**src/rtl/adpcm_block_decoder_core_assert.svh**
```systemverilog
// ----------------------------------------------------------------------------
// ADPCM block decoder assertion macros
// Concurrent assertion wrappers; define NO_ASSERTIONS to compile them out.
// ----------------------------------------------------------------------------
`ifndef ADPCM_BLOCK_DECODER_CORE_ASSERT_SVH
`define ADPCM_BLOCK_DECODER_CORE_ASSERT_SVH

`ifndef NO_ASSERTIONS

// Immediate-cycle implication under reset.
`define ABD_ASSERT_NOW(lbl, clk, rst_n, ante, cons) \
  lbl: assert property (@(posedge clk) disable iff (!rst_n) (ante) |-> (cons)) \
    else $error("assertion failed");

// Next-cycle implication under reset.
`define ABD_ASSERT_NEXT(lbl, clk, rst_n, ante, cons) \
  lbl: assert property (@(posedge clk) disable iff (!rst_n) (ante) |=> (cons)) \
    else $error("assertion failed");

`else

`define ABD_ASSERT_NOW(lbl, clk, rst_n, ante, cons)
`define ABD_ASSERT_NEXT(lbl, clk, rst_n, ante, cons)

`endif

`endif

```
**src/rtl/abd_pkg.sv**
```systemverilog
// ----------------------------------------------------------------------------
// ADPCM block decoder package
// Shared widths, queue word layout and predictor coefficient table.
// ----------------------------------------------------------------------------
`timescale 1ns / 1ps

package abd_pkg;

  localparam int SampleW   = 16;
  localparam int CoefW     = 8;
  localparam int ProdW     = SampleW + CoefW;
  localparam int CoefShift = 6;
  localparam int TermW     = ProdW - CoefShift;
  localparam int SumW      = TermW + 2;

  localparam int QueueDepth = 2;
  localparam int QueuePtrW  = $clog2(QueueDepth);
  localparam int QueueCntW  = QueuePtrW + 1;

  localparam logic [3:0] PosHeader = 4'd0;
  localparam logic [3:0] PosFlags  = 4'd1;
  localparam logic [3:0] PosLast   = 4'd15;

  typedef struct packed {
    logic [7:0] data;
    logic [2:0] pred;
    logic [3:0] shift;
    logic [2:0] flags;
    logic       last;
    logic       clr;
  } abd_word_t;

  typedef struct packed {
    logic signed [CoefW-1:0] c0;
    logic signed [CoefW-1:0] c1;
  } abd_coef_t;

  function automatic abd_coef_t coef_lookup(input logic [2:0] pred);
    abd_coef_t c;
    case (pred)
      3'd1:    begin c.c0 = 8'sd60;  c.c1 = 8'sd0;   end
      3'd2:    begin c.c0 = 8'sd115; c.c1 = -8'sd52; end
      3'd3:    begin c.c0 = 8'sd98;  c.c1 = -8'sd55; end
      3'd4:    begin c.c0 = 8'sd122; c.c1 = -8'sd60; end
      default: begin c.c0 = 8'sd0;   c.c1 = 8'sd0;   end
    endcase
    return c;
  endfunction

endpackage

```
**src/rtl/abd_front.sv**
```systemverilog
// ----------------------------------------------------------------------------
// ADPCM block decoder front end
// Tracks the byte position, latches header fields and queues data bytes.
// ----------------------------------------------------------------------------
`timescale 1ns / 1ps

module abd_front (
  input  logic              clk_i,
  input  logic              rst_ni,
  input  logic              accept_i,
  input  logic [7:0]        data_byte_i,
  input  logic              key_on_i,
  output logic              push_o,
  output abd_pkg::abd_word_t word_o
);

  logic [3:0] pos_q, pos_d, pos_eff;
  logic [2:0] pred_q, pred_d;
  logic [3:0] shift_q, shift_d;
  logic [2:0] flags_q, flags_d;
  logic       clr_q, clr_d;

  always_comb begin
    pos_eff = key_on_i ? abd_pkg::PosHeader : pos_q;
    pos_d   = pos_q;
    pred_d  = pred_q;
    shift_d = shift_q;
    flags_d = flags_q;
    clr_d   = clr_q;
    push_o  = 1'b0;
    if (accept_i) begin
      pos_d = pos_eff + 4'd1;
      if (pos_eff == abd_pkg::PosHeader) begin
        pred_d  = (data_byte_i[7:4] inside {[4'd0:4'd4]}) ? data_byte_i[6:4] : 3'd0;
        shift_d = data_byte_i[3:0];
      end else if (pos_eff == abd_pkg::PosFlags) begin
        flags_d = data_byte_i[2:0];
      end else begin
        push_o = 1'b1;
      end
      if (key_on_i) begin
        clr_d = 1'b1;
      end else if (push_o) begin
        clr_d = 1'b0;
      end
    end
  end

  always_comb begin
    word_o.data  = data_byte_i;
    word_o.pred  = pred_q;
    word_o.shift = shift_q;
    word_o.flags = flags_q;
    word_o.last  = (pos_eff == abd_pkg::PosLast);
    word_o.clr   = clr_q;
  end

  always_ff @(posedge clk_i or negedge rst_ni) begin
    if (!rst_ni) begin
      pos_q   <= '0;
      pred_q  <= '0;
      shift_q <= '0;
      flags_q <= '0;
      clr_q   <= 1'b0;
    end else begin
      pos_q   <= pos_d;
      pred_q  <= pred_d;
      shift_q <= shift_d;
      flags_q <= flags_d;
      clr_q   <= clr_d;
    end
  end

endmodule

```
**src/rtl/abd_queue.sv**
```systemverilog
// ----------------------------------------------------------------------------
// ADPCM block decoder word queue
// Small register FIFO between the front end and the sample engine.
// ----------------------------------------------------------------------------
`timescale 1ns / 1ps

module abd_queue (
  input  logic               clk_i,
  input  logic               rst_ni,
  input  logic               push_i,
  input  abd_pkg::abd_word_t word_i,
  input  logic               pop_i,
  output abd_pkg::abd_word_t word_o,
  output logic               full_o,
  output logic               empty_o
);

  abd_pkg::abd_word_t mem_q [abd_pkg::QueueDepth];

  logic [abd_pkg::QueuePtrW-1:0] wr_ptr_q, rd_ptr_q;
  logic [abd_pkg::QueueCntW-1:0] cnt_q;

  assign full_o  = (cnt_q == abd_pkg::QueueCntW'(abd_pkg::QueueDepth));
  assign empty_o = (cnt_q == '0);
  assign word_o  = mem_q[rd_ptr_q];

  always_ff @(posedge clk_i) begin
    if (push_i) begin
      mem_q[wr_ptr_q] <= word_i;
    end
  end

  always_ff @(posedge clk_i or negedge rst_ni) begin
    if (!rst_ni) begin
      wr_ptr_q <= '0;
      rd_ptr_q <= '0;
      cnt_q    <= '0;
    end else begin
      if (push_i) begin
        wr_ptr_q <= wr_ptr_q + 1'b1;
      end
      if (pop_i) begin
        rd_ptr_q <= rd_ptr_q + 1'b1;
      end
      case ({push_i, pop_i})
        2'b10:   cnt_q <= cnt_q + 1'b1;
        2'b01:   cnt_q <= cnt_q - 1'b1;
        default: cnt_q <= cnt_q;
      endcase
    end
  end

endmodule

```
**src/rtl/abd_back.sv**
```systemverilog
// ----------------------------------------------------------------------------
// ADPCM block decoder sample engine
// Decodes one nibble per fed, unstalled cycle against history; drives output.
// ----------------------------------------------------------------------------
`timescale 1ns / 1ps

module abd_back (
  input  logic                                clk_i,
  input  logic                                rst_ni,
  input  abd_pkg::abd_word_t                  word_i,
  input  logic                                empty_i,
  output logic                                pop_o,
  output logic                                out_valid_o,
  input  logic                                out_stall_i,
  output logic signed [abd_pkg::SampleW-1:0]  sample_o,
  output logic                                loop_end_o,
  output logic                                loop_repeat_o,
  output logic                                loop_start_o,
  output logic                                block_last_o
);

  logic                               half_q, half_d;
  logic signed [abd_pkg::SampleW-1:0] hist_n_q, hist_n_d, hist_o_q, hist_o_d;
  logic signed [abd_pkg::SampleW-1:0] hn, ho, nib_val, nib_shr, smp;
  logic signed [abd_pkg::ProdW-1:0]   prod0, prod1;
  logic signed [abd_pkg::TermW-1:0]   term0, term1;
  logic signed [abd_pkg::SumW-1:0]    sum;
  logic [3:0]                         nib;
  logic                               load, valid_q, valid_d;
  abd_pkg::abd_coef_t                 coef;

  logic signed [abd_pkg::SampleW-1:0] sample_q;
  logic [2:0]                         flags_q;
  logic                               last_q;

  assign load  = !empty_i && (!valid_q || !out_stall_i);
  assign pop_o = load && half_q;

  always_comb begin
    coef    = abd_pkg::coef_lookup(word_i.pred);
    nib     = half_q ? word_i.data[7:4] : word_i.data[3:0];
    hn      = (word_i.clr && !half_q) ? '0 : hist_n_q;
    ho      = (word_i.clr && !half_q) ? '0 : hist_o_q;
    nib_val = {nib, 12'b0};
    nib_shr = nib_val >>> word_i.shift;
    prod0   = abd_pkg::ProdW'(hn) * abd_pkg::ProdW'(coef.c0);
    prod1   = abd_pkg::ProdW'(ho) * abd_pkg::ProdW'(coef.c1);
    term0   = prod0[abd_pkg::ProdW-1:abd_pkg::CoefShift];
    term1   = prod1[abd_pkg::ProdW-1:abd_pkg::CoefShift];
    sum     = {{(abd_pkg::SumW-abd_pkg::SampleW){nib_shr[abd_pkg::SampleW-1]}}, nib_shr}
            + {{2{term0[abd_pkg::TermW-1]}}, term0}
            + {{2{term1[abd_pkg::TermW-1]}}, term1};
    if (sum > 20'sd32767) begin
      smp = 16'sh7fff;
    end else if (sum < -20'sd32768) begin
      smp = 16'sh8000;
    end else begin
      smp = sum[abd_pkg::SampleW-1:0];
    end
  end

  always_comb begin
    half_d   = half_q;
    hist_n_d = hist_n_q;
    hist_o_d = hist_o_q;
    valid_d  = valid_q;
    if (load) begin
      half_d   = !half_q;
      hist_o_d = hn;
      hist_n_d = smp;
      valid_d  = 1'b1;
    end else if (!out_stall_i) begin
      valid_d  = 1'b0;
    end
  end

  always_ff @(posedge clk_i or negedge rst_ni) begin
    if (!rst_ni) begin
      half_q   <= 1'b0;
      hist_n_q <= '0;
      hist_o_q <= '0;
      valid_q  <= 1'b0;
    end else begin
      half_q   <= half_d;
      hist_n_q <= hist_n_d;
      hist_o_q <= hist_o_d;
      valid_q  <= valid_d;
    end
  end

  always_ff @(posedge clk_i) begin
    if (load) begin
      sample_q <= smp;
      flags_q  <= word_i.flags;
      last_q   <= word_i.last && half_q;
    end
  end

  assign out_valid_o   = valid_q;
  assign sample_o      = sample_q;
  assign loop_end_o    = flags_q[0];
  assign loop_repeat_o = flags_q[1];
  assign loop_start_o  = flags_q[2];
  assign block_last_o  = last_q;

endmodule

```
**src/rtl/adpcm_block_decoder_core.sv**
```systemverilog
// ----------------------------------------------------------------------------
// ADPCM block decoder core
// Front end classifies stream bytes, a two-word queue feeds the sample engine.
// ----------------------------------------------------------------------------
// Flow: an accepted data byte is written into the queue; the sample engine
// then decodes its low nibble and then its high nibble into the output
// register, one sample per load. Header bytes produce no output and never
// enter the queue; data bytes can be accepted while the queue is not full.
// Reset: async active low, clears position, header fields, history, queue
// and output valid.
`timescale 1ns / 1ps
`include "adpcm_block_decoder_core_assert.svh"

module adpcm_block_decoder_core (
  input  logic                               clk_i,
  input  logic                               rst_ni,
  input  logic                               in_valid_i,
  output logic                               in_stall_o,
  input  logic [7:0]                         data_byte_i,
  input  logic                               key_on_i,
  output logic                               out_valid_o,
  input  logic                               out_stall_i,
  output logic signed [abd_pkg::SampleW-1:0] sample_o,
  output logic                               loop_end_o,
  output logic                               loop_repeat_o,
  output logic                               loop_start_o,
  output logic                               block_last_o
);

  logic               accept, q_push, q_pop, q_full, q_empty;
  abd_pkg::abd_word_t q_wr_word, q_rd_word;

  assign in_stall_o = q_full;
  assign accept     = in_valid_i && !in_stall_o;

  abd_front u_front (
    .clk_i       (clk_i),
    .rst_ni      (rst_ni),
    .accept_i    (accept),
    .data_byte_i (data_byte_i),
    .key_on_i    (key_on_i),
    .push_o      (q_push),
    .word_o      (q_wr_word)
  );

  abd_queue u_queue (
    .clk_i   (clk_i),
    .rst_ni  (rst_ni),
    .push_i  (q_push),
    .word_i  (q_wr_word),
    .pop_i   (q_pop),
    .word_o  (q_rd_word),
    .full_o  (q_full),
    .empty_o (q_empty)
  );

  abd_back u_back (
    .clk_i         (clk_i),
    .rst_ni        (rst_ni),
    .word_i        (q_rd_word),
    .empty_i       (q_empty),
    .pop_o         (q_pop),
    .out_valid_o   (out_valid_o),
    .out_stall_i   (out_stall_i),
    .sample_o      (sample_o),
    .loop_end_o    (loop_end_o),
    .loop_repeat_o (loop_repeat_o),
    .loop_start_o  (loop_start_o),
    .block_last_o  (block_last_o)
  );

  `ABD_ASSERT_NOW(a_no_push_full, clk_i, rst_ni, q_push, !q_full)
  `ABD_ASSERT_NOW(a_no_pop_empty, clk_i, rst_ni, q_pop, !q_empty)
  `ABD_ASSERT_NOW(a_key_on_header, clk_i, rst_ni, accept && key_on_i, !q_push)
  `ABD_ASSERT_NEXT(a_pop_gives_out, clk_i, rst_ni, q_pop, out_valid_o)

endmodule
```
**config.mk**
```make
export PLATFORM = sky130hd
export DESIGN_NAME = adpcm_block_decoder_core
export DESIGN_NICKNAME = d
export VERILOG_FILES = /design/src/rtl/abd_pkg.sv /design/src/rtl/abd_front.sv /design/src/rtl/abd_queue.sv /design/src/rtl/abd_back.sv /design/src/rtl/adpcm_block_decoder_core.sv
export VERILOG_INCLUDE_DIRS = /design/src /design/src/rtl
export SDC_FILE = /design/constraint.sdc
export NUM_CORES = 1
export LEC_CHECK = 0
export ABC_CLOCK_PERIOD_IN_PS = 10800
export BUFFER_PORTS_ARGS = -buffer_cell sky130_fd_sc_hd__buf_2
export CAP_MARGIN = 10
export CORE_MARGIN = 1.5
export CORE_UTILIZATION = 45
export CTS_CLUSTER_SIZE = 24
export DETAILED_ROUTE_END_ITERATION = 7
export GPL_TIMING_DRIVEN = 0
export HOLD_SLACK_MARGIN = 0.1
export PLACE_DENSITY_LB_ADDON = 0.15
export RECOVER_POWER = 25
export SLEW_MARGIN = 20
export SYNTH_ARGS = -nofsm -noshare
export SYNTH_HDL_FRONTEND = slang
export SYNTH_SLANG_ARGS = --single-unit
```
**constraint.sdc**
```tcl
create_clock -name clk_i -period 10.8 [get_ports clk_i]
set_clock_uncertainty 0.15 [all_clocks]
set_input_delay 1.08 -clock clk_i [delete_from_list [all_inputs] [get_ports clk_i]]
set_output_delay 1.08 -clock clk_i [all_outputs]
set_load 0.1 [all_outputs]
```
==> results of run 1 <==
-- cells by family after synthesis --
group	Yosys count	synth area share, %
AOI/OAI and AO/OA	254	12.5
xor gates and xnor gates	69	4.52
adders and majority gates	297	35.5
buffers and inverters	230	6.59
DFF	113	23.4
muxes	28	2.60
and+or+nand+nor	406	14.9
-- placed cells by master (no fill, tap or decap), types with 4 or more instances in the layout --
cell       synthesis  routed
ha_1             159     159
mux2i_1           10       9
dfrtp_1           53      53
a31oi_1           19      18
nand2_1           88      87
or2_2              6       6
inv_1            182     182
o21ai_0           53      53
or3_1              5       5
xor2_1            18      18
buf_2              2      28
clkbuf_16          0      17
mux4_2             4       4
o31ai_1           12      12
a21o_1            15      15
o21bai_1           4       4
nand3_1           49      49
mux2_2            14      14
buf_4              0       4
clkbuf_1          34      33
clkbuf_2           0      10
a21oi_1           76      73
nor2b_1           13      13
edfxtp_1          60      60
buf_1             10       6
fa_1             138     138
xnor2_1           51      51
o31ai_2            4       4
nand2b_1          13      13
and2_1            29      29
nor2_1           136     134
a31o_2             5       5
o21a_1            13      13
nor3_1            31      31
inv_6              0       6
a211oi_1           7       7
a21oi_2            2       5
o21ai_1           18      18
and3_1             9       9
-- registers in the layout, indices dropped and copies added, names as in the netlist, 2 cells and up --
| signal | count |
|---|---|
| u_front.flags_q | 3 |
| u_queue.cnt_q | 2 |
| u_back.hist_o_q | 16 |
| u_queue.mem_q | 40 |
| u_back.hist_n_q | 16 |
| u_back.sample_o | 16 |
| u_front.shift_q | 4 |
| u_front.pred_q | 3 |
| u_front.pos_q | 4 |
| u_back.flags_q | 3 |
-- per-layer routing --
layer | track usage, % | vias up | share of wire (%)
met5 | 0 | - | 0
met4 | 7.51 | 0 | 2.3
met3 | 3.16 | 50 | 5.5
met2 | 39.8 | 317 | 49
met1 | 30.1 | 4877 | 44
li1 | - | 4866 | -
-- layout make-up --
| class | instances | area, um2 |
|---|---|---|
| multi-input cells | 1054 | 9430 |
| plain buffers | 45 | 200 |
| repair buffers | 40 | 228 |
| well taps | 384 | 480 |
| clock buffers | 17 | 425 |
| fillers | 2740 | 14300 |
| inverters | 182 | 683 |
| flip-flops and latches | 113 | 3130 |
| clock inverters | 15 | 174 |
-- worst max path at each step --
stage	start	to	depth (start not counted)
after floorplan	u_queue.rd_ptr_q$_DFFE_PN0P_	u_back.sample_o[10]$_DFFE_PP_	41
after global placement	u_queue.rd_ptr_q$_DFFE_PN0P_	u_back.sample_o[0]$_DFFE_PP_	37
final	u_queue.rd_ptr_q$_DFFE_PN0P_	u_back.sample_o[12]$_DFFE_PP_	39
after CTS	u_queue.rd_ptr_q$_DFFE_PN0P_	u_back.sample_o[2]$_DFFE_PP_	38
after detailed placement	u_queue.rd_ptr_q$_DFFE_PN0P_	u_back.sample_o[0]$_DFFE_PP_	37
after global routing	u_queue.rd_ptr_q$_DFFE_PN0P_	u_back.sample_o[12]$_DFFE_PP_	42
-- metrics by stage --
| step | setup WS, ns | cells | utilization, % | instance area, um2 | setup TNS (ns) |
|---|---|---|---|---|---|
| after global placement | -0.145 | 1815 | 48.3 | 14000 | -0.680 |
| after detailed placement | -0.121 | 1817 | 48.5 | 14100 | -0.997 |
| final | 0.532 | 1850 | 50.8 | 14700 | 0 |
| after floorplan | 1.60 | 1397 | - | 13400 | 0 |
| after CTS | 0.0786 | 1848 | 50.6 | 14700 | 0 |
| after global routing | -0.0117 | 1850 | 50.8 | 14700 | -0.0186 |
-- what timing repair did --
item,in CTS,in global routing
pin swaps,0,3
buffers inserted,0,4
gates resized for setup,4,27
endpoints found under the setup margin,13,32
hold buffers,0,0
==> flow_summary_export.csv, run 1 <==
group,metric,value,unit
yosys,avgSynthCellArea,9.57,um2
critical_path,cp.arrival,10.28,ns
routing,drt-pass1-iter-count,5,
yosys,syn-instance-count,1397,
finish,n_antenna_cell,0,
placed_design,port_buffers,34,
timing,slew-limit-headroom,-113,%
yosys,synth.distinct_cells,77,
routing,wirelength,33900,um
yosys,yosys.area.top_type_share,20.7,%
floorplan,fp.dieW,175,um
placed_design,place.gp.congestion,0.893,
cts,cts-htree-levels,4,
global_route,grt_pass1_vias,10500,
global_route,grt_use_total,23.1,%
critical_path,max_stage_delay,0.57,ns
finish,final_nets,1763,
timing,max_freq,97.4,MHz
yosys,yosysSeqAreaShare,23.4,%
yosys,yosysMostFrequentCell,"inv_1",
floorplan,initial_utilization,46.1,%
global_route,grt_max_degree,54,
critical_path,critPathBufInv,9,
cts,clk_pin_slew,0.06,ns
timing,layout_min_cycle_time,10.27,ns
yosys,ys_warn_count,0,
placed_design,dpl.hpwl,28300,um
yosys,synth_edf_count,60,
yosys,syn_nets,1707,
routing,vias_per_cell,5.46,
critical_path,r2r_start,"u_queue.rd_ptr_q$_DFFE_PN0P_",
critical_path,path_delay_family,"adder cells",
global_route,grt_antenna_before_repair,1,
critical_path,r2r_end,"u_back.sample_o[12]$_DFFE_PP_",
cts,tritoncts,"yes",
cts,worstSkewPairLatency,0.43,ns
yosys,syn-cell-area,13400,um2
global_route,grt_remaining_overflow,0,
timing,finalCritPeriodShare,95.1,%
cts,clockBufferDepth,2,
critical_path,reg2reg_slack,0.53,ns
hold_path,min_to,"u_queue.mem_q[1][10]$_DFFE_PP_",
yosys,synth_area_leaders,"fa_1, ha_1, edfxtp_1",
cts,cts_sinks,113,
timing,worst_pin_slew,3.20,ns
critical_path,worstSetupEndpointType,"flop",
cts,clockRootBuffer,"clkbuf_16",
yosys,yosysTopAreaCell,"fa_1",
cts,cts_buffers,17,
hold_path,min_path_cells,0,
routing,drcViolationCount,0,
critical_path,path_class,"reg -> reg",
finish,syn2layout_area_growth,10.3,%
floorplan,io_pins,35,
yosys,synthFlopType,"edfxtp_1",
timing,finalHoldViolCount,0,
floorplan,dieArea,30800,um2
timing,maxSlewViolCount,54,
yosys,synthArstFlopShare,46.9,%
run_status,outcome,"finished, violations left",
global_route,grt_pass1_wl,54700,um
critical_path,required,10.81,ns
critical_path,cp_slowest_cell,"or4b_1",
timing,timing.hold.ws,0.319,ns
yosys,ys_seq_elements,113,
critical_path,cp-start-kind,"flop",
run_status,violations,"capacitance limit, slew limit",
critical_path,reg2regPathDepth,39,
floorplan,core-area,29000,um2
critical_path,cp_max_fo,10,
routing,initialDrtViolationCount,775,
routing,num_vias,10100,
timing,setup_violations,0,
hold_path,worstHoldStart,"u_front.pred_q[1]$_DFFE_PN0P_",
hold_path,hold_path.class,"reg -> reg",
floorplan,rows,62,
routing,wl_per_cell,18.3,um
run,maxCapViolCount,1,
routing,antenna_left,0,
finish,drive_gt1_share,9.82,%
yosys,yosys-top-cells-count,"inv_1, ha_1, fa_1",
floorplan,die_h,175,um
Power of run 1 is not shown: default switching activity piles up to over one toggle a cycle in this logic, so the estimate is an artifact.
==> inputs of run 2 (changes only) <==
ABC_AREA = 1   (was not set)
CTS_BUF_LIST = sky130_fd_sc_hd__clkbuf_16   (was not set)
==> run 2 against run 1 <==
  * The flow still finishes with violations (capacitance limit, slew limit)
  * Non-clock buffer count down 21
  * Sequential share of layout area down 0.31 points
  * Die area is 2.3% higher
  * Synthesized area is 2.3% higher
  * Hold slack about the same
  * Cell count grew 16%
  * Maximum frequency rose by 1.5%
  * Utilization fell by 0.61 points
  * First-iteration DRC count is 8.3% lower
  * Count of clock-buffer cells in the layout did not move
  * Setup slack better by 0.16 ns
  * Routed wire length rose by 3.5%
  * Largest cell class unchanged
  * Highest routed layer unchanged
==> flow_summary_export.csv, run 2 <==
group,metric,value,unit
routing,wl_per_cell,16.4,um
floorplan,fp.dieW,177,um
finish,drive_gt1_share,5.82,%
routing,initialDrtViolationCount,711,
finish,syn2layout_area_growth,9.32,%
cts,post_cts_buffers,0,
yosys,yosysMostFrequentCell,"nand2_1",
critical_path,cp.arrival,10.32,ns
yosys,yosys-top-cells-count,"nand2_1, inv_1, nor2_1",
floorplan,dieArea,31500,um2
cts,worstSkewPairLatency,0.43,ns
timing,finalHoldViolCount,0,
critical_path,cp_max_fo,10,
yosys,synth_area_leaders,"fa_1, ha_1, edfxtp_1",
timing,fin_tns_setup,0,ns
cts,cts_sinks,113,
critical_path,reg2regPathDepth,46,
critical_path,max_stage_delay,0.60,ns
global_route,grt_use_total,23.4,%
critical_path,required,11.01,ns
routing,wirelength,35100,um
cts,tritoncts,"yes",
critical_path,crit_top_cell,"nand2_1",
yosys,ys_warn_count,0,
hold_path,min_path_cells,0,
finish,regMostFlops,"u_queue.mem_q",
timing,maxSlewViolCount,54,
yosys,syn-cell-area,13700,um2
yosys,yosysTopAreaCell,"fa_1",
hold_path,hold_path.class,"reg -> reg",
timing,worst_pin_slew,3.17,ns
yosys,avgSynthCellArea,8.12,um2
run_status,violations,"capacitance limit, slew limit",
finish,largest_reg_flops,40,
floorplan,io_pins,35,
finish,layout_commonest_cell,"nand2_1",
yosys,synth_edf_count,60,
yosys,synth_xor_area_share,4.73,%
yosys,yosys.area_share.simple,20.4,%
floorplan,core-area,29800,um2
yosys,synth.distinct_cells,51,
global_route,grt_max_degree,54,
finish,n_antenna_cell,0,
routing,drt-pass1-iter-count,7,
critical_path,path_class,"reg -> reg",
cts,cts_buffers,17,
yosys,syn_nets,1996,
timing,max_freq,98.9,MHz
routing,num_vias,11000,
floorplan,die_h,177,um
cts,cts_resized,0,
cts,clockRootBuffer,"clkbuf_16",
yosys,yosysSeqAreaShare,22.9,%
placed_design,port_buffers,34,
yosys,synth_top_family_by_area,"adder cells",
cts,cts-htree-levels,4,
global_route,grt_remaining_overflow,0,
routing,antenna_left,0,
global_route,grt_pass1_wl,55900,um
yosys,ys_seq_elements,113,
yosys,yosys.area.top_type_share,20.2,%
routing,drcViolationCount,0,
yosys,synthMuxAreaShare,0.155,%
critical_path,worstSetupEndpointType,"flop",
placed_design,place.gp.congestion,0.917,
timing,setup_violations,0,
placed_design,dpl.hpwl,29500,um
global_route,grt_antenna_before_repair,0,
cts,clockBufferDepth,2,
yosys,synth_fa_ha_area_share,34.7,%
yosys,synth_compound_area_share,8.67,%
timing,layout_min_cycle_time,10.11,ns
timing,slew-limit-headroom,-111,%
floorplan,initial_utilization,45.9,%
critical_path,reg2reg_slack,0.69,ns
yosys,synthFlopType,"edfxtp_1",
cts,clk_pin_slew,0.06,ns
cts,hold_buffers,0,
yosys,syn-instance-count,1686,
yosys,synthArstFlopShare,46.9,%
timing,grt_setup_unrepaired,"no",
finish,final_cell_mix,"nand2_1, inv_1, nor2_1",
timing,finalCritPeriodShare,93.6,%
critical_path,cp-start-kind,"flop",
run_status,outcome,"finished, violations left",
run,maxCapViolCount,1,
global_route,grt_pass1_vias,10500,
finish,final_nets,2051,
routing,vias_per_cell,5.12,
critical_path,cp_slowest_cell,"nor2_1",
floorplan,rows,63,
-- run 2: path summary, 6_finish.rpt --
path	from	to
max	u_queue.rd_ptr_q$_DFFE_PN0P_	u_back.hist_n_q[13]$_DFFE_PN0P_
min	u_front.shift_q[3]$_DFFE_PN0P_	u_queue.mem_q[0][8]$_DFFE_PP_
max reg2reg	u_queue.rd_ptr_q$_DFFE_PN0P_	u_back.hist_n_q[13]$_DFFE_PN0P_
min reg2reg	u_front.shift_q[3]$_DFFE_PN0P_	u_queue.mem_q[0][8]$_DFFE_PP_
max in group asynchronous	rst_ni	u_back.hist_n_q[5]$_DFFE_PN0P_
min in group asynchronous	rst_ni	u_back.out_valid_o$_DFFE_PN0P_
-- run 2: logic make-up (layout without fill, tap and decap cells) --
group | count (synthesis) | after routing
AO/OA/AOI/OAI | 216 | 216
buffers and inverters | 305 | 373
AND/OR/NAND/NOR | 679 | 679
XOR/XNOR | 74 | 74
adder cells (fa/ha/maj) | 297 | 297
multiplexers | 2 | 2
flip-flops | 113 | 113
-- run 2: critical path: cells and delay by family, from the launching register on --
family | cells | cell delay [ns]
simple gates | 21 | 3.18
xor+xnor | 2 | 0.37
fa+ha+maj | 7 | 3.22
flops | 1 | 0.47
compound gates | 6 | 1.39
buf+inv | 10 | 1.22
-- run 2: metrics by stage --
| step | utilization, % | cell area (um2) | worst slack, ns | instances | hold slack [ns] |
|---|---|---|---|---|---|
| 6_report | 50.2 | 15000 | 0.688 | 2144 | 0.320 |
| 5_1_grt | 50.2 | 15000 | 0.0586 | 2144 | 0.337 |
| 4_1_cts | 50.3 | 15000 | 0.827 | 2144 | 0.320 |
| 3_5_place_dp | 48.3 | 14400 | 0.841 | 2112 | 0.306 |
| 3_3_place_gp | 48.1 | 14300 | 0.782 | 2110 | 0.302 |
| 2_1_floorplan | - | 13700 | 2.80 | 1686 | 0.286 |
-- run 2: metal layers --
| metal | share of wire, % | vias up | global-route usage [%] | routed length (um) |
|---|---|---|---|---|
| met5 | 0 | - | 0 | 0 |
| met4 | 2.0 | 0 | 5.92 | 706 |
| met3 | 3.9 | 32 | 3.51 | 1370 |
| met2 | 46 | 213 | 37.7 | 16300 |
| met1 | 48 | 5269 | 32.9 | 16700 |
| li1 | - | 5461 | - | - |
-- run 2: cell type report --
cell class	count	area [um2]
buffer	28	124
clock buffer	17	425
clock inverter	15	158
fill	2944	14800
inverter	277	1040
multi-input combinational	1268	9410
sequential	113	3130
tap	390	488
timing repair buffer	36	194
Power of run 2 is left out for the same reason.
==> inputs of run 3 (changes only) <==
RECOVER_POWER = not set   (was 25)
==> run 3 against run 2 <==
  * The flow now finishes without violations
  * Via count hardly changed
  * Highest routed layer unchanged
  * Largest cell class unchanged
  * Routed wire length hardly changed
  * Sequential share of layout area hardly changed
  * Utilization hardly changed
  * Hold slack hardly changed
==> flow_summary_export.csv, run 3 (synthesized netlist as in run 2, its figures left out) <==
group,metric,value,unit
routing,initialDrtViolationCount,706,
finish,regArea,3130,um2
placed_design,port_buffers,34,
floorplan,io_pins,35,
cts,cts_buffers,17,
finish,final_cell_mix,"nand2_1, inv_1, nor2_1",
cts,clockBufferDepth,2,
critical_path,required,11.01,ns
finish,drive_gt1_share,6.33,%
timing,slew-limit-headroom,43.3,%
critical_path,reg2reg_slack,0.70,ns
critical_path,cp-start-kind,"flop",
critical_path,crit_start,"u_queue.rd_ptr_q$_DFFE_PN0P_",
timing,fin_tns_setup,0,ns
critical_path,cp_slowest_cell,"nor2_1",
cts,clk_pin_slew,0.06,ns
timing,maxSlewViolCount,0,
finish,nFillCells,2939,
critical_path,cp.arrival,10.31,ns
critical_path,reg2regPathDepth,46,
cts,tritoncts,"yes",
global_route,gr-usage-met2,37.7,%
global_route,met3_usage,3.51,%
critical_path,critPathBufInv,10,
critical_path,path_depth,46,
critical_path,cp_max_fo,10,
floorplan,core-area,29800,um2
timing,max_freq,99.0,MHz
hold_path,worstHoldStart,"u_front.shift_q[3]$_DFFE_PN0P_",
global_route,grt_pass1_vias,10500,
cts,clockRootBuffer,"clkbuf_16",
cts,cts_sinks,113,
timing,setup_violations,0,
hold_path,hold_path.class,"reg -> reg",
global_route,use_met1,32.9,%
cts,worstSkewPairLatency,0.43,ns
placed_design,place.gp.congestion,0.917,
run_status,outcome,"complete, no violations",
critical_path,path_class,"reg -> reg",
finish,n_antenna_cell,0,
finish,regMostFlops,"u_queue.mem_q",
global_route,grt_max_degree,54,
run,maxCapViolCount,0,
timing,finalCritPeriodShare,93.6,%
critical_path,endpoint,"u_back.hist_n_q[13]$_DFFE_PN0P_",
critical_path,path_delay_family,"adder cells",
global_route,grt_pass1_wl,55900,um
cts,hold_buffers,0,
finish,largest_reg_flops,40,
finish,multi_input_area,9410,um2
routing,drcViolationCount,0,
global_route,grt_remaining_overflow,0,
hold_path,min_path_cells,0,
cts,cts-htree-levels,4,
routing,vias_per_cell,5.12,
floorplan,initial_utilization,45.9,%
timing,grt_setup_unrepaired,"no",
floorplan,die_h,177,um
cts,post_cts_buffers,0,
placed_design,dpl.hpwl,29500,um
routing,drt-pass1-iter-count,7,
floorplan,dieArea,31500,um2
finish,syn2layout_area_growth,9.42,%
critical_path,r2r_start,"u_queue.rd_ptr_q$_DFFE_PN0P_",
floorplan,fp.dieW,177,um
global_route,grt_antenna_before_repair,0,
routing,wirelength,35100,um
floorplan,rows,63,
critical_path,max_stage_delay,0.60,ns
timing,layout_min_cycle_time,10.10,ns
critical_path,worstSetupEndpointType,"flop",
routing,num_vias,11000,
routing,antenna_left,0,
critical_path,r2r_end,"u_back.hist_n_q[13]$_DFFE_PN0P_",
critical_path,crit_top_cell,"nand2_1",
routing,wl_per_cell,16.4,um
finish,layout_commonest_cell,"nand2_1",
finish,final_nets,2051,
cts,cts_resized,0,
global_route,grt_use_total,23.4,%
timing,worst_pin_slew,0.845,ns
timing,finalHoldViolCount,0,
global_route,grt-busiest-layer,"met2",
## run 3: cell count changes in the layout (fill, tap and decap cells not counted), sizes merged
cell	delta
buf	+9
clkbuf	-9
## run 3: metrics by stage
stage	hold WS [ns]	worst slack, ns	util [%]	area [um2]	instances
floorplan	0.286	2.80	-	13700	1686
global route	0.337	0.0586	50.3	15000	2144
CTS	0.320	0.827	50.3	15000	2144
global placement	0.302	0.782	48.1	14300	2110
finish	0.320	0.696	50.3	15000	2144
detailed placement	0.306	0.841	48.3	14400	2112
## run 3: routing by layer
metal	routed length [um]	vias to the layer above	part of all wire, %
met2	16300	214	46
met5	0	-	0
met3	1410	32	4.0
li1	-	5458	-
met4	706	0	2.0
met1	16700	5265	48
## run 3: how the worst min path moves through the flow
| stage | endpoint | slack [ns] |
|---|---|---|
| 3_5_place_dp | u_queue.mem_q[1][2]$_DFFE_PP_ | 0.31 |
| 5_1_grt | u_queue.mem_q[0][3]$_DFFE_PP_ | 0.34 |
| 3_3_place_gp | u_queue.mem_q[0][8]$_DFFE_PP_ | 0.30 |
| 4_1_cts | u_queue.mem_q[1][0]$_DFFE_PP_ | 0.32 |
| 6_report | u_queue.mem_q[0][8]$_DFFE_PP_ | 0.32 |
| 2_1_floorplan | u_queue.mem_q[0][10]$_DFFE_PP_ | 0.29 |
## run 3: area by class of cell
type	instances	area share (%)
plain buffers	28	0.827
well taps	390	3.26
clock buffers	17	2.84
inverters	277	6.94
flip-flops and latches	113	20.9
multi-input cells	1268	62.8
clock inverters	15	1.05
repair buffers	36	1.39
Power of run 3 is left out for the same reason.
